===== config.mk =====
export PLATFORM = sky130hd
export DESIGN_NAME = pwm_pattern_scorer
export DESIGN_NICKNAME = d
export VERILOG_FILES = /design/src/hdl/pps_pkg.sv /design/src/hdl/pwm_pattern_scorer.sv /design/src/hdl/pps_wtab.sv /design/src/hdl/pps_acc.sv /design/src/hdl/pps_seq.sv
export SDC_FILE = /design/constraint.sdc
export NUM_CORES = 2
export LEC_CHECK = 0
export BUFFER_PORTS_ARGS = -buffer_cell sky130_fd_sc_hd__buf_2
export CELL_PAD_IN_SITES_DETAIL_PLACEMENT = 1
export CELL_PAD_IN_SITES_GLOBAL_PLACEMENT = 1
export CORE_ASPECT_RATIO = 1.75
export CORE_MARGIN = 8
export CORE_UTILIZATION = 30
export CTS_CLUSTER_SIZE = 25
export DETAILED_ROUTE_END_ITERATION = 8
export GPL_ROUTABILITY_DRIVEN = 0
export PLACE_DENSITY = 0.54
export SKIP_LAST_GASP = 1
export SYNTH_ARGS = -nofsm -noshare
export SYNTH_HDL_FRONTEND = slang
export SYNTH_HIERARCHICAL = 1
export SYNTH_SLANG_ARGS = --single-unit

===== constraint.sdc =====
create_clock -name clk -period 5.4 [get_ports clk]
set_input_delay 0.54 -clock clk [delete_from_list [all_inputs] [get_ports clk]]
set_output_delay 0.54 -clock clk [all_outputs]
set_load 0.005 [all_outputs]

===== src/hdl/pps_pkg.sv =====
// Shared constants, types and helper functions of the pattern scorer.
package pps_pkg;

	localparam int MAX_POSITIONS = 32;
	localparam int POS_W = (MAX_POSITIONS > 1) ? $clog2(MAX_POSITIONS) : 1;
	localparam int ADDR_W = POS_W + 2;
	localparam int DEPTH = MAX_POSITIONS * 4;

	localparam int LEN_W = 6;
	localparam int CNT_W = 6;
	localparam int WEIGHT_W = 16;
	localparam int SCORE_W = 21;
	localparam int SYMBOL_W = 8;
	localparam int FIELD_POS_W = 5;

	localparam logic [CNT_W-1:0] COUNT_MAX = '1;

	localparam logic ACTION_LOAD = 1'b0;
	localparam logic ACTION_CHAR = 1'b1;

	localparam logic [1:0] BASE_A = 2'd0;
	localparam logic [1:0] BASE_C = 2'd1;
	localparam logic [1:0] BASE_G = 2'd2;
	localparam logic [1:0] BASE_T = 2'd3;

	localparam logic [SYMBOL_W-1:0] CH_A_UP = 8'h41;
	localparam logic [SYMBOL_W-1:0] CH_A_LO = 8'h61;
	localparam logic [SYMBOL_W-1:0] CH_C_UP = 8'h43;
	localparam logic [SYMBOL_W-1:0] CH_C_LO = 8'h63;
	localparam logic [SYMBOL_W-1:0] CH_G_UP = 8'h47;
	localparam logic [SYMBOL_W-1:0] CH_G_LO = 8'h67;
	localparam logic [SYMBOL_W-1:0] CH_T_UP = 8'h54;
	localparam logic [SYMBOL_W-1:0] CH_T_LO = 8'h74;

	typedef enum logic [2:0] {
		S_IDLE,
		S_ADD,
		S_WALK,
		S_DRAIN,
		S_DONE
	} seq_state_t;

	typedef enum logic [1:0] {
		ACC_NOP,
		ACC_ADD,
		ACC_CLR,
		ACC_MIN
	} acc_op_t;

	typedef struct packed {
		acc_op_t op;
		logic    first;
		logic    fold;
	} acc_ctl_t;

	typedef struct packed {
		logic              wr_en;
		logic [ADDR_W-1:0] wr_addr;
		logic              rd_en;
		logic [ADDR_W-1:0] rd_addr;
	} mem_ctl_t;

	typedef struct packed {
		logic load;
		logic too_short;
	} res_ctl_t;

	typedef struct packed {
		logic       hit;
		logic [1:0] base;
	} base_code_t;

	function automatic base_code_t base_code(input logic [SYMBOL_W-1:0] ch);
		base_code_t r;
		r.hit = 1'b1;
		r.base = BASE_A;
		case (ch)
			CH_A_UP, CH_A_LO: r.base = BASE_A;
			CH_C_UP, CH_C_LO: r.base = BASE_C;
			CH_G_UP, CH_G_LO: r.base = BASE_G;
			CH_T_UP, CH_T_LO: r.base = BASE_T;
			default: r.hit = 1'b0;
		endcase
		return r;
	endfunction

	function automatic logic [LEN_W-1:0] used_len(input logic [LEN_W-1:0] len);
		logic [LEN_W-1:0] r;
		r = (int'(len) > MAX_POSITIONS) ? LEN_W'(MAX_POSITIONS) : len;
		return r;
	endfunction

endpackage


===== src/hdl/pwm_pattern_scorer.sv =====
// Top level of the position weight matrix pattern scorer.
//
// Channel  Direction  Handshake         Content
// s_*      in         s_tvalid/s_tready weight load or pattern character
// m_*      out        m_tvalid/m_tready one score per finished pattern
// cfg_*    in         cfg_valid/cfg_ready motif length register
//
// A weight load is written in the idle state. A pattern character is read from the table
// and then added; when a final character ends a pattern shorter than the motif, the
// minimum score is walked through the single table read port before the result is given.
// Reset clears the sums, the character count and the motif length (to 1); the weight
// table holds no value until written. A result waits in the output register while the
// next items are taken; only the following result stalls until it has been taken.
module pwm_pattern_scorer (
	input  logic                        clk,
	input  logic                        arst_n,
	input  logic                        s_tvalid,
	output logic                        s_tready,
	// position[4:0], base_index[6:5], weight[22:7], symbol[30:23], zero[31]
	input  logic [31:0]                 s_tdata,
	// action[0]
	input  logic                        s_tuser,
	input  logic                        s_tlast,
	output logic                        m_tvalid,
	input  logic                        m_tready,
	// score[20:0], zero[23:21]
	output logic [23:0]                 m_tdata,
	// too_short[0]
	output logic                        m_tuser,
	input  logic                        cfg_valid,
	output logic                        cfg_ready,
	input  logic [pps_pkg::LEN_W-1:0]   cfg_data
);
	import pps_pkg::*;

	logic [FIELD_POS_W-1:0]     position;
	logic [1:0]                 base_index;
	logic signed [WEIGHT_W-1:0] weight;
	logic [SYMBOL_W-1:0]        symbol;

	logic [LEN_W-1:0]           motif_len_q;
	logic                       out_vld_q;
	logic signed [SCORE_W-1:0]  score_q;
	logic                       too_short_q;
	logic                       out_free;

	mem_ctl_t                   mem;
	acc_ctl_t                   acc_ctl;
	res_ctl_t                   res;
	logic signed [WEIGHT_W-1:0] rd_data;
	logic signed [SCORE_W-1:0]  acc;

	assign position = s_tdata[4:0];
	assign base_index = s_tdata[6:5];
	assign weight = s_tdata[22:7];
	assign symbol = s_tdata[30:23];

	assign cfg_ready = 1'b1;
	assign out_free = !out_vld_q || m_tready;

	assign m_tvalid = out_vld_q;
	assign m_tdata = {3'b000, score_q};
	assign m_tuser = too_short_q;

	pps_seq u_seq (
		.clk        (clk),
		.arst_n     (arst_n),
		.in_valid   (s_tvalid),
		.in_ready   (s_tready),
		.action     (s_tuser),
		.position   (position),
		.base_index (base_index),
		.symbol     (symbol),
		.last       (s_tlast),
		.motif_len  (motif_len_q),
		.out_free   (out_free),
		.mem        (mem),
		.acc_ctl    (acc_ctl),
		.res        (res)
	);

	pps_wtab u_wtab (
		.clk     (clk),
		.mem     (mem),
		.wr_data (weight),
		.rd_data (rd_data)
	);

	pps_acc u_acc (
		.clk     (clk),
		.arst_n  (arst_n),
		.ctl     (acc_ctl),
		.rd_data (rd_data),
		.acc     (acc)
	);

	always_ff @(posedge clk or negedge arst_n) begin
		if (!arst_n) begin
			motif_len_q <= LEN_W'(1);
			out_vld_q <= 1'b0;
		end else begin
			if (cfg_valid && cfg_ready) begin
				motif_len_q <= cfg_data;
			end
			if (res.load) begin
				out_vld_q <= 1'b1;
			end else if (m_tready) begin
				out_vld_q <= 1'b0;
			end
		end
	end

	always_ff @(posedge clk) begin
		if (res.load) begin
			score_q <= acc;
			too_short_q <= res.too_short;
		end
	end

endmodule


===== src/hdl/pps_wtab.sv =====
// Weight table memory with one write port and one registered read port.
module pps_wtab (
	input  logic                                clk,
	input  pps_pkg::mem_ctl_t                   mem,
	input  logic signed [pps_pkg::WEIGHT_W-1:0] wr_data,
	output logic signed [pps_pkg::WEIGHT_W-1:0] rd_data
);
	import pps_pkg::*;

	logic signed [WEIGHT_W-1:0] mem_q [DEPTH];

	always_ff @(posedge clk) begin
		if (mem.wr_en) begin
			mem_q[mem.wr_addr] <= wr_data;
		end
	end

	always_ff @(posedge clk) begin
		if (mem.rd_en) begin
			rd_data <= mem_q[mem.rd_addr];
		end
	end

endmodule


===== src/hdl/pps_acc.sv =====
// Shared accumulate and minimum unit that builds the score.
module pps_acc (
	input  logic                                clk,
	input  logic                                arst_n,
	input  pps_pkg::acc_ctl_t                   ctl,
	input  logic signed [pps_pkg::WEIGHT_W-1:0] rd_data,
	output logic signed [pps_pkg::SCORE_W-1:0]  acc
);
	import pps_pkg::*;

	logic signed [SCORE_W-1:0]  acc_q;
	logic signed [WEIGHT_W-1:0] lo_q;
	logic signed [WEIGHT_W-1:0] cand;

	assign cand = (ctl.first || (rd_data < lo_q)) ? rd_data : lo_q;
	assign acc = acc_q;

	always_ff @(posedge clk or negedge arst_n) begin
		if (!arst_n) begin
			acc_q <= '0;
		end else begin
			case (ctl.op)
				ACC_ADD: acc_q <= acc_q + SCORE_W'(rd_data);
				ACC_CLR: acc_q <= '0;
				ACC_MIN: begin
					if (ctl.fold) begin
						acc_q <= acc_q + SCORE_W'(cand);
					end
				end
				default: acc_q <= acc_q;
			endcase
		end
	end

	always_ff @(posedge clk) begin
		if (ctl.op == ACC_MIN) begin
			lo_q <= cand;
		end
	end

endmodule


===== src/hdl/pps_seq.sv =====
// Sequencer that steps characters, table walks and result hand-off.
module pps_seq (
	input  logic                                   clk,
	input  logic                                   arst_n,
	input  logic                                   in_valid,
	output logic                                   in_ready,
	input  logic                                   action,
	input  logic [pps_pkg::FIELD_POS_W-1:0]        position,
	input  logic [1:0]                             base_index,
	input  logic [pps_pkg::SYMBOL_W-1:0]           symbol,
	input  logic                                   last,
	input  logic [pps_pkg::LEN_W-1:0]              motif_len,
	input  logic                                   out_free,
	output pps_pkg::mem_ctl_t                      mem,
	output pps_pkg::acc_ctl_t                      acc_ctl,
	output pps_pkg::res_ctl_t                      res
);
	import pps_pkg::*;

	seq_state_t        state_q, state_d;
	logic [CNT_W-1:0]  cnt_q;
	logic              add_en_q;
	logic              last_q;
	logic [ADDR_W-1:0] walk_q;
	logic              walk_vld_s1;
	logic [1:0]        walk_base_s1;

	logic [LEN_W-1:0]  ulen;
	logic [ADDR_W-1:0] walk_end;
	base_code_t        code;
	logic              hit;
	logic              char_acc;
	logic              cnt_clr;
	logic              walk_start;
	logic              walk_step;

	assign ulen = used_len(motif_len);
	assign walk_end = {POS_W'(ulen - LEN_W'(1)), BASE_T};
	assign code = base_code(symbol);
	assign hit = code.hit && (cnt_q < ulen);

	always_comb begin
		state_d = state_q;
		in_ready = 1'b0;
		mem = '0;
		acc_ctl.op = walk_vld_s1 ? ACC_MIN : ACC_NOP;
		acc_ctl.first = (walk_base_s1 == BASE_A);
		acc_ctl.fold = (walk_base_s1 == BASE_T);
		res = '0;
		char_acc = 1'b0;
		cnt_clr = 1'b0;
		walk_start = 1'b0;
		walk_step = 1'b0;
		case (state_q)
			S_IDLE: begin
				in_ready = 1'b1;
				if (in_valid) begin
					if (action == ACTION_LOAD) begin
						mem.wr_en = (int'(position) < MAX_POSITIONS);
						mem.wr_addr = {POS_W'(position), base_index};
					end else begin
						mem.rd_en = hit;
						mem.rd_addr = {POS_W'(cnt_q), code.base};
						char_acc = 1'b1;
						state_d = S_ADD;
					end
				end
			end
			S_ADD: begin
				if (!last_q) begin
					acc_ctl.op = add_en_q ? ACC_ADD : ACC_NOP;
					state_d = S_IDLE;
				end else if (cnt_q < ulen) begin
					acc_ctl.op = ACC_CLR;
					walk_start = 1'b1;
					state_d = S_WALK;
				end else begin
					acc_ctl.op = add_en_q ? ACC_ADD : ACC_NOP;
					state_d = S_DONE;
				end
			end
			S_WALK: begin
				mem.rd_en = 1'b1;
				mem.rd_addr = walk_q;
				walk_step = 1'b1;
				if (walk_q == walk_end) begin
					state_d = S_DRAIN;
				end
			end
			S_DRAIN: begin
				state_d = S_DONE;
			end
			S_DONE: begin
				if (out_free) begin
					res.load = 1'b1;
					res.too_short = (cnt_q < ulen);
					acc_ctl.op = ACC_CLR;
					cnt_clr = 1'b1;
					state_d = S_IDLE;
				end
			end
			default: state_d = S_IDLE;
		endcase
	end

	always_ff @(posedge clk or negedge arst_n) begin
		if (!arst_n) begin
			state_q <= S_IDLE;
			cnt_q <= '0;
			add_en_q <= 1'b0;
			last_q <= 1'b0;
			walk_q <= '0;
			walk_vld_s1 <= 1'b0;
			walk_base_s1 <= BASE_A;
		end else begin
			state_q <= state_d;
			walk_vld_s1 <= (state_q == S_WALK);
			walk_base_s1 <= walk_q[1:0];
			if (char_acc) begin
				add_en_q <= hit;
				last_q <= last;
				if (cnt_q != COUNT_MAX) begin
					cnt_q <= cnt_q + CNT_W'(1);
				end
			end else if (cnt_clr) begin
				cnt_q <= '0;
			end
			if (walk_start) begin
				walk_q <= '0;
			end else if (walk_step) begin
				walk_q <= walk_q + ADDR_W'(1);
			end
		end
	end

endmodule

* Word-level counts from Yosys, hierarchy flattened *
Memory sizes are Yosys's and may differ from the RTL's. A register that Yosys moved wholly into a read port is not among the register bits.
Cells that the tools add are included.

operators by class
  reduce and logical (&&, ||, !) cells = 18
  eq/ne operators = 24
  mux-type cells = 45
  add/subtract/negate cells = 5
  magnitude comparators = 3

operator list
  operator             number
  $eq 8x7->1 const B   8
  $pmux 21 s3          1
  $add 21x16->21       2
  $mux 16              2
  $mux 6               4
  $mux 8               3
  $mux 21              1
  $mux 3               6
  $lt 16x16->1         1
  $mux 1               16
  $pmux 8 s2           1
  $pmux 3 s5           1
  $mux 7               2
  $mux 2               6
  $ne 2x2->1 const B   5
  $reduce_or 8->1      1
  $add 7x1->7 const B  1
  $eq 7x7->1           1
  $add 6x1->6 const B  1
  $eq 2x2->1 const B   3
  $eq 3x2->1 const B   2
  $gt 6x6->1 const B   1
  $lt 6x6->1           1
  $ne 6x6->1 const B   1
  17 further kinds     24

storage, ports and cells
  bits of input ports = 45
  word-level logic and storage cells = 109
  bits in registers = 87
  memories kept = 1
  memory bits (writable) = 2048

memory list
  name          words  bits a word  read ports  clocked after Yosys merged registers in  write ports  RTL line        text
  u_wtab.mem_q  128    16           1           1                                        1            pps_wtab.sv:10  logic signed [WEIGHT_W-1:0] mem_q [DEPTH];

* Logic depth before layout (Yosys ltp) *
  depth after elaboration = 9
  mapped depth = 22
  mapped depth without buffers = 20

* By module *
The synthesis kept the hierarchy.

by module, submodules not included
  module              instances  cells each  area an instance (um2)
  pps_wtab            1          3086        78683.0
  pps_acc             1          313         2861.5
  pps_seq             1          168         1490.2
  pwm_pattern_scorer  1          44          988.4

* Worst setup path after synthesis *
No wires, ideal clock.

  kind = register to register
  start point = register motif_len_q[5]
  end point = register u_acc.acc_q[20], in the netlist u_acc/acc[20]
  path buffers = 1
  data arrival time = 5083 ps
  library setup time = 124 ps
  period minus slack after synthesis = 5207 ps
  stages on the path, launching flop included = 22
  path slack = 193 ps
  cells stage by stage = dfrtp_1 > nand2b_1 > ha_1 > a21oi_1 > o21ai_0 > a211oi_4 > o21bai_1 > ha_1 > o21ai_2 > clkbuf_1 > mux2_2 > ha_1 > fa_1 > a211oi_1 > o211ai_1 > nand3_1 > a31oi_1 > a311oi_1 > o21ai_0 > xor2_1 > mux2i_1 > o21ai_1

RTL lines
  element                 RTL line                   text
  start, declared         pwm_pattern_scorer.sv:41   logic [LEN_W-1:0] motif_len_q;
  start signal, assigned  pwm_pattern_scorer.sv:103  motif_len_q <= cfg_data;
  end signal, assigned    pps_acc.sv:23              ACC_ADD: acc_q <= acc_q + SCORE_W'(rd_data);
  end signal, assigned    pps_acc.sv:27              acc_q <= acc_q + SCORE_W'(cand);
  end signal, assigned    pps_acc.sv:30              default: acc_q <= acc_q;
  end, declared           pps_acc.sv:11              logic signed [SCORE_W-1:0] acc_q;

==> results.ini <==
[setup_path]
criticalPathCategory=flip-flop to flip-flop
startpoint=motif_len_q[5]
reg2reg_slack_ns=0.41
r2r_cells=20
worstPathArrival_ns=5.73
crit_required_ns=6.14
end_kind=flip-flop
regToRegEndpoint=u_acc/acc[20]
path_max_fanout=8
worstSetupStartpointType=flip-flop
crit-reg2reg-launch=motif_len_q[5]
cp-endpoint=u_acc/acc[20]

[routing]
ant_nets=0
drt_iter0_drc=2823
avgRoutedWirePerCell_um=29.3
vias_per_cell=4.95
vias=38200
wl_um=227000
dr.pass1.iters=5
drc=0

[layout]
multi_input_comb_area_sq_um=19000
fin_cells=7722
register_area_sq_um=64300
areaGrowthSynthToFinish_pct=15.2
layout-drive-gt1-share_pct=31.8
utilization_pct=34.6
fill_cells=26900
num-nets-final=4035

[floorplanning]
dieArea_sq_um=298000
die_height_um=716
core-area_sq_um=279000
initial_core_util_pct=30.1
die_w_um=416
ios=73
core.rowCount=257

[placement]
post-place-ws_ns=0.211
dp_hpwl_um=146000
port_buffers=66
dpl.cell_count=7358

[global_route]
antenna_found_initial=8
track_usage_pct=14.9
overflow=0
grt_pass1_wl_um=322000
grt_pass1_vias=42000
grt_max_degree=97

[timing]
setup_viol=0
min_period_ns=4.99
finalHoldViolations=0
fin_worst_skew_ns=0.0864
rsz0062_at_grt=false
fmax_ghz=0.200
post-route-period-util_pct=92.4
fin_ws_ns=0.408
worst_pin_slew_ns=1.17
relSlewSlack_pct=22.0
drv_slew=0
setup-tns-final_ns=0

[logic_synthesis]
yosys_warnings=6
synth_top_cell_by_area=edfxtp_1
synth-main-ff-cell=edfxtp_1
syn_area_sq_um=84000
ys_ff_latch=2151
yosysSeqAreaShare_pct=76.6
syn_area_per_cell_sq_um=23.3
synth_top_area_share_pct=75.1
async_reset_ff_share_pct=2.28
synth_edf_count=2102
syn-instance-count=3611
ys_top_cells_by_area=edfxtp_1 75%, mux4_2 18%, dfrtp_1 1.4%
ys_types=65

[pwr]
power.density_nw_per_um2=413
leakagePower_nw=29.3
peakVddDrop_v=0.000256

[clock_tree]
clk_latency_ns=0.86
cts_max_level=4
ctsLongestPathBuffers=4
post_cts_buffers=0
cts_root_buf=clkbuf_16
cts_tree=done
cts.sinks=2151
cts_made_buffers=199
path_clk_slew_ns=0.07

[hold_path]
hp-class=input port to flip-flop

[run]
drv_cap=0

[status]
outcome=finished, final reports clean

-- routing by layer --
metal	part of all wire (%)	track usage, %	wire length (um)	vias up
met5	0	0	0	-
met4	3.4	4.76	7730	0
met3	2.8	1.62	6450	286
met2	58	30.1	132000	679
met1	36	16.1	80700	21200
li1	-	-	-	16000
-- registers in the layout (all words and copies together), names as in the netlist --
register and flops:
m_tuser 1, u_seq/walk_base_s1 2, motif_len_q 6, u_seq/last_q 1, u_seq/add_en_q 1, m_tvalid 1
u_seq/walk_q 7, u_seq/state_q 3, u_wtab/mem_q 2048, u_acc/lo_q 16, u_wtab/rd_data 16, u_seq/walk_vld_s1 1
u_acc/acc 21, u_seq/cnt_q 6, score_q 21
-- timing repair --
| item | 4_1_cts | 5_1_grt |
|---|---|---|
| hold buffers | 9 | 0 |
| endpoints found under the setup margin | 0 | 1 |
| gates resized for setup | 0 | 2 |
| endpoints found under the hold margin | 56 | 0 |
-- per-stage QoR --
step / cell area (sq um) / total power, mW / hold slack (ns)
global route: 96800 / 41.3 / 0.0890
detailed placement: 90400 / 26.6 / 0.470
finish: 96800 / 40.0 / 0.126
global placement: 90400 / 26.5 / 0.469
CTS: 96800 / 40.6 / 0.0572
floorplan: 84000 / 23.6 / 0.244
-- placed cells by master, fill, tap and decap left out, types with 7 or more instances in the layout --
cell           synthesis  routed
edfxtp_1            2102    2102
mux4_2               672     672
buf_4                  5     219
clkbuf_16              0     201
nor2_1               142     135
nand2_1               83      82
buf_2                 55      50
dfrtp_1               48      48
ha_1                  47      47
o21ai_0               48      45
clkbuf_1              90      41
clkinv_1               0      37
clkinv_2               0      30
buf_12                 0      30
inv_1                 26      26
a21oi_1               26      25
nand3_1               24      24
bufinv_16              0      21
xnor2_1               19      19
mux2_2                18      18
a22o_1                18      15
nand2b_1              13      13
and2_1                12      12
xor2_1                11      11
dlygate4sd3_1          0       9
nor3_1                18       9
nor2b_1               10       9
nor3_2                 0       9
diode_2                0       8
a21o_1                 8       8
mux2_4                 7       7
-- how the worst min path moves through the flow --
stage                              start              to  slack, ns  cells after the start
after CTS                      cfg_valid  motif_len_q[4]       0.06                      2
after detailed placement   u_acc/acc[18]     score_q[18]       0.47                      0
after global placement    u_seq/add_en_q  u_seq/add_en_q       0.47                      1
after floorplan                   arst_n        m_tvalid       0.24                      0
final                          cfg_valid  motif_len_q[4]       0.13                      2
after global routing           cfg_valid  motif_len_q[5]       0.09                      2
-- power breakdown --
part           total, mW  internal [mW]  switching [mW]
clock network       14.0           7.82            6.17
registers           18.8           18.6           0.184
logic               7.15           3.11            4.04
total               40.0           29.6            10.4
-- critical path, cell delays in order, from the launching register on --
cell	delay (ns)
dfrtp_1	0.46
nand2b_1	0.21
ha_1	0.31
a21oi_1	0.13
o21ai_1	0.14
a211oi_4	0.31
o21bai_1	0.20
ha_1	0.24
o21ai_2	0.10
mux2_2	0.29
ha_1	0.22
fa_1	0.44
a211oi_1	0.34
o211ai_1	0.21
nand3_1	0.12
a31oi_1	0.14
a311oi_2	0.39
o21ai_0	0.17
xor2_1	0.20
mux2i_1	0.20
o21ai_1	0.07
-- cell families (layout without fill, tap and decap cells) --
logic type / after synthesis / in the layout / synth area share (%)
XOR/XNOR: 30 / 30 / 0.313
AND/OR/NAND/NOR: 332 / 332 / 1.80
multiplexers: 700 / 700 / 18.4
AO/OA/AOI/OAI: 142 / 142 / 1.12
buffers and inverters: 206 / 681 / 1.04
other: 2 / 12 / 0.00894
flip-flops: 2151 / 2151 / 76.6
adder cells (fa/ha/maj): 48 / 48 / 0.724
-- final cells by class --
| type | count | share of cell area, % |
|---|---|---|
| clock inverters | 105 | 1.11 |
| diodes | 8 | 0.0207 |
| repair buffers | 308 | 2.67 |
| multi-input cells | 1256 | 19.6 |
| inverters | 26 | 0.101 |
| flip-flops and latches | 2151 | 66.5 |
| well taps | 3626 | 4.69 |
| clock buffers | 242 | 5.36 |
-- cell usage after synthesis, types with 5 or more instances --
cell type / number
nand2_1: 83
nor2_1: 142
nor3b_1: 5
dfrtp_1: 48
mux4_2: 672
o211ai_1: 6
mux2_4: 7
o21a_1: 6
and3_1: 5
a21oi_1: 26
buf_2: 55
xor2_1: 11
and2_1: 12
nand3_1: 24
ha_1: 47
nor3_1: 18
inv_1: 26
a31oi_1: 6
a21o_1: 8
a22o_1: 18
clkbuf_1: 90
nand2b_1: 13
buf_1: 28
buf_4: 5
edfxtp_1: 2102
mux2_2: 18
xnor2_1: 19
o21ai_0: 48
nor2b_1: 10
No activity file was read; power rests on OpenSTA's default activity.
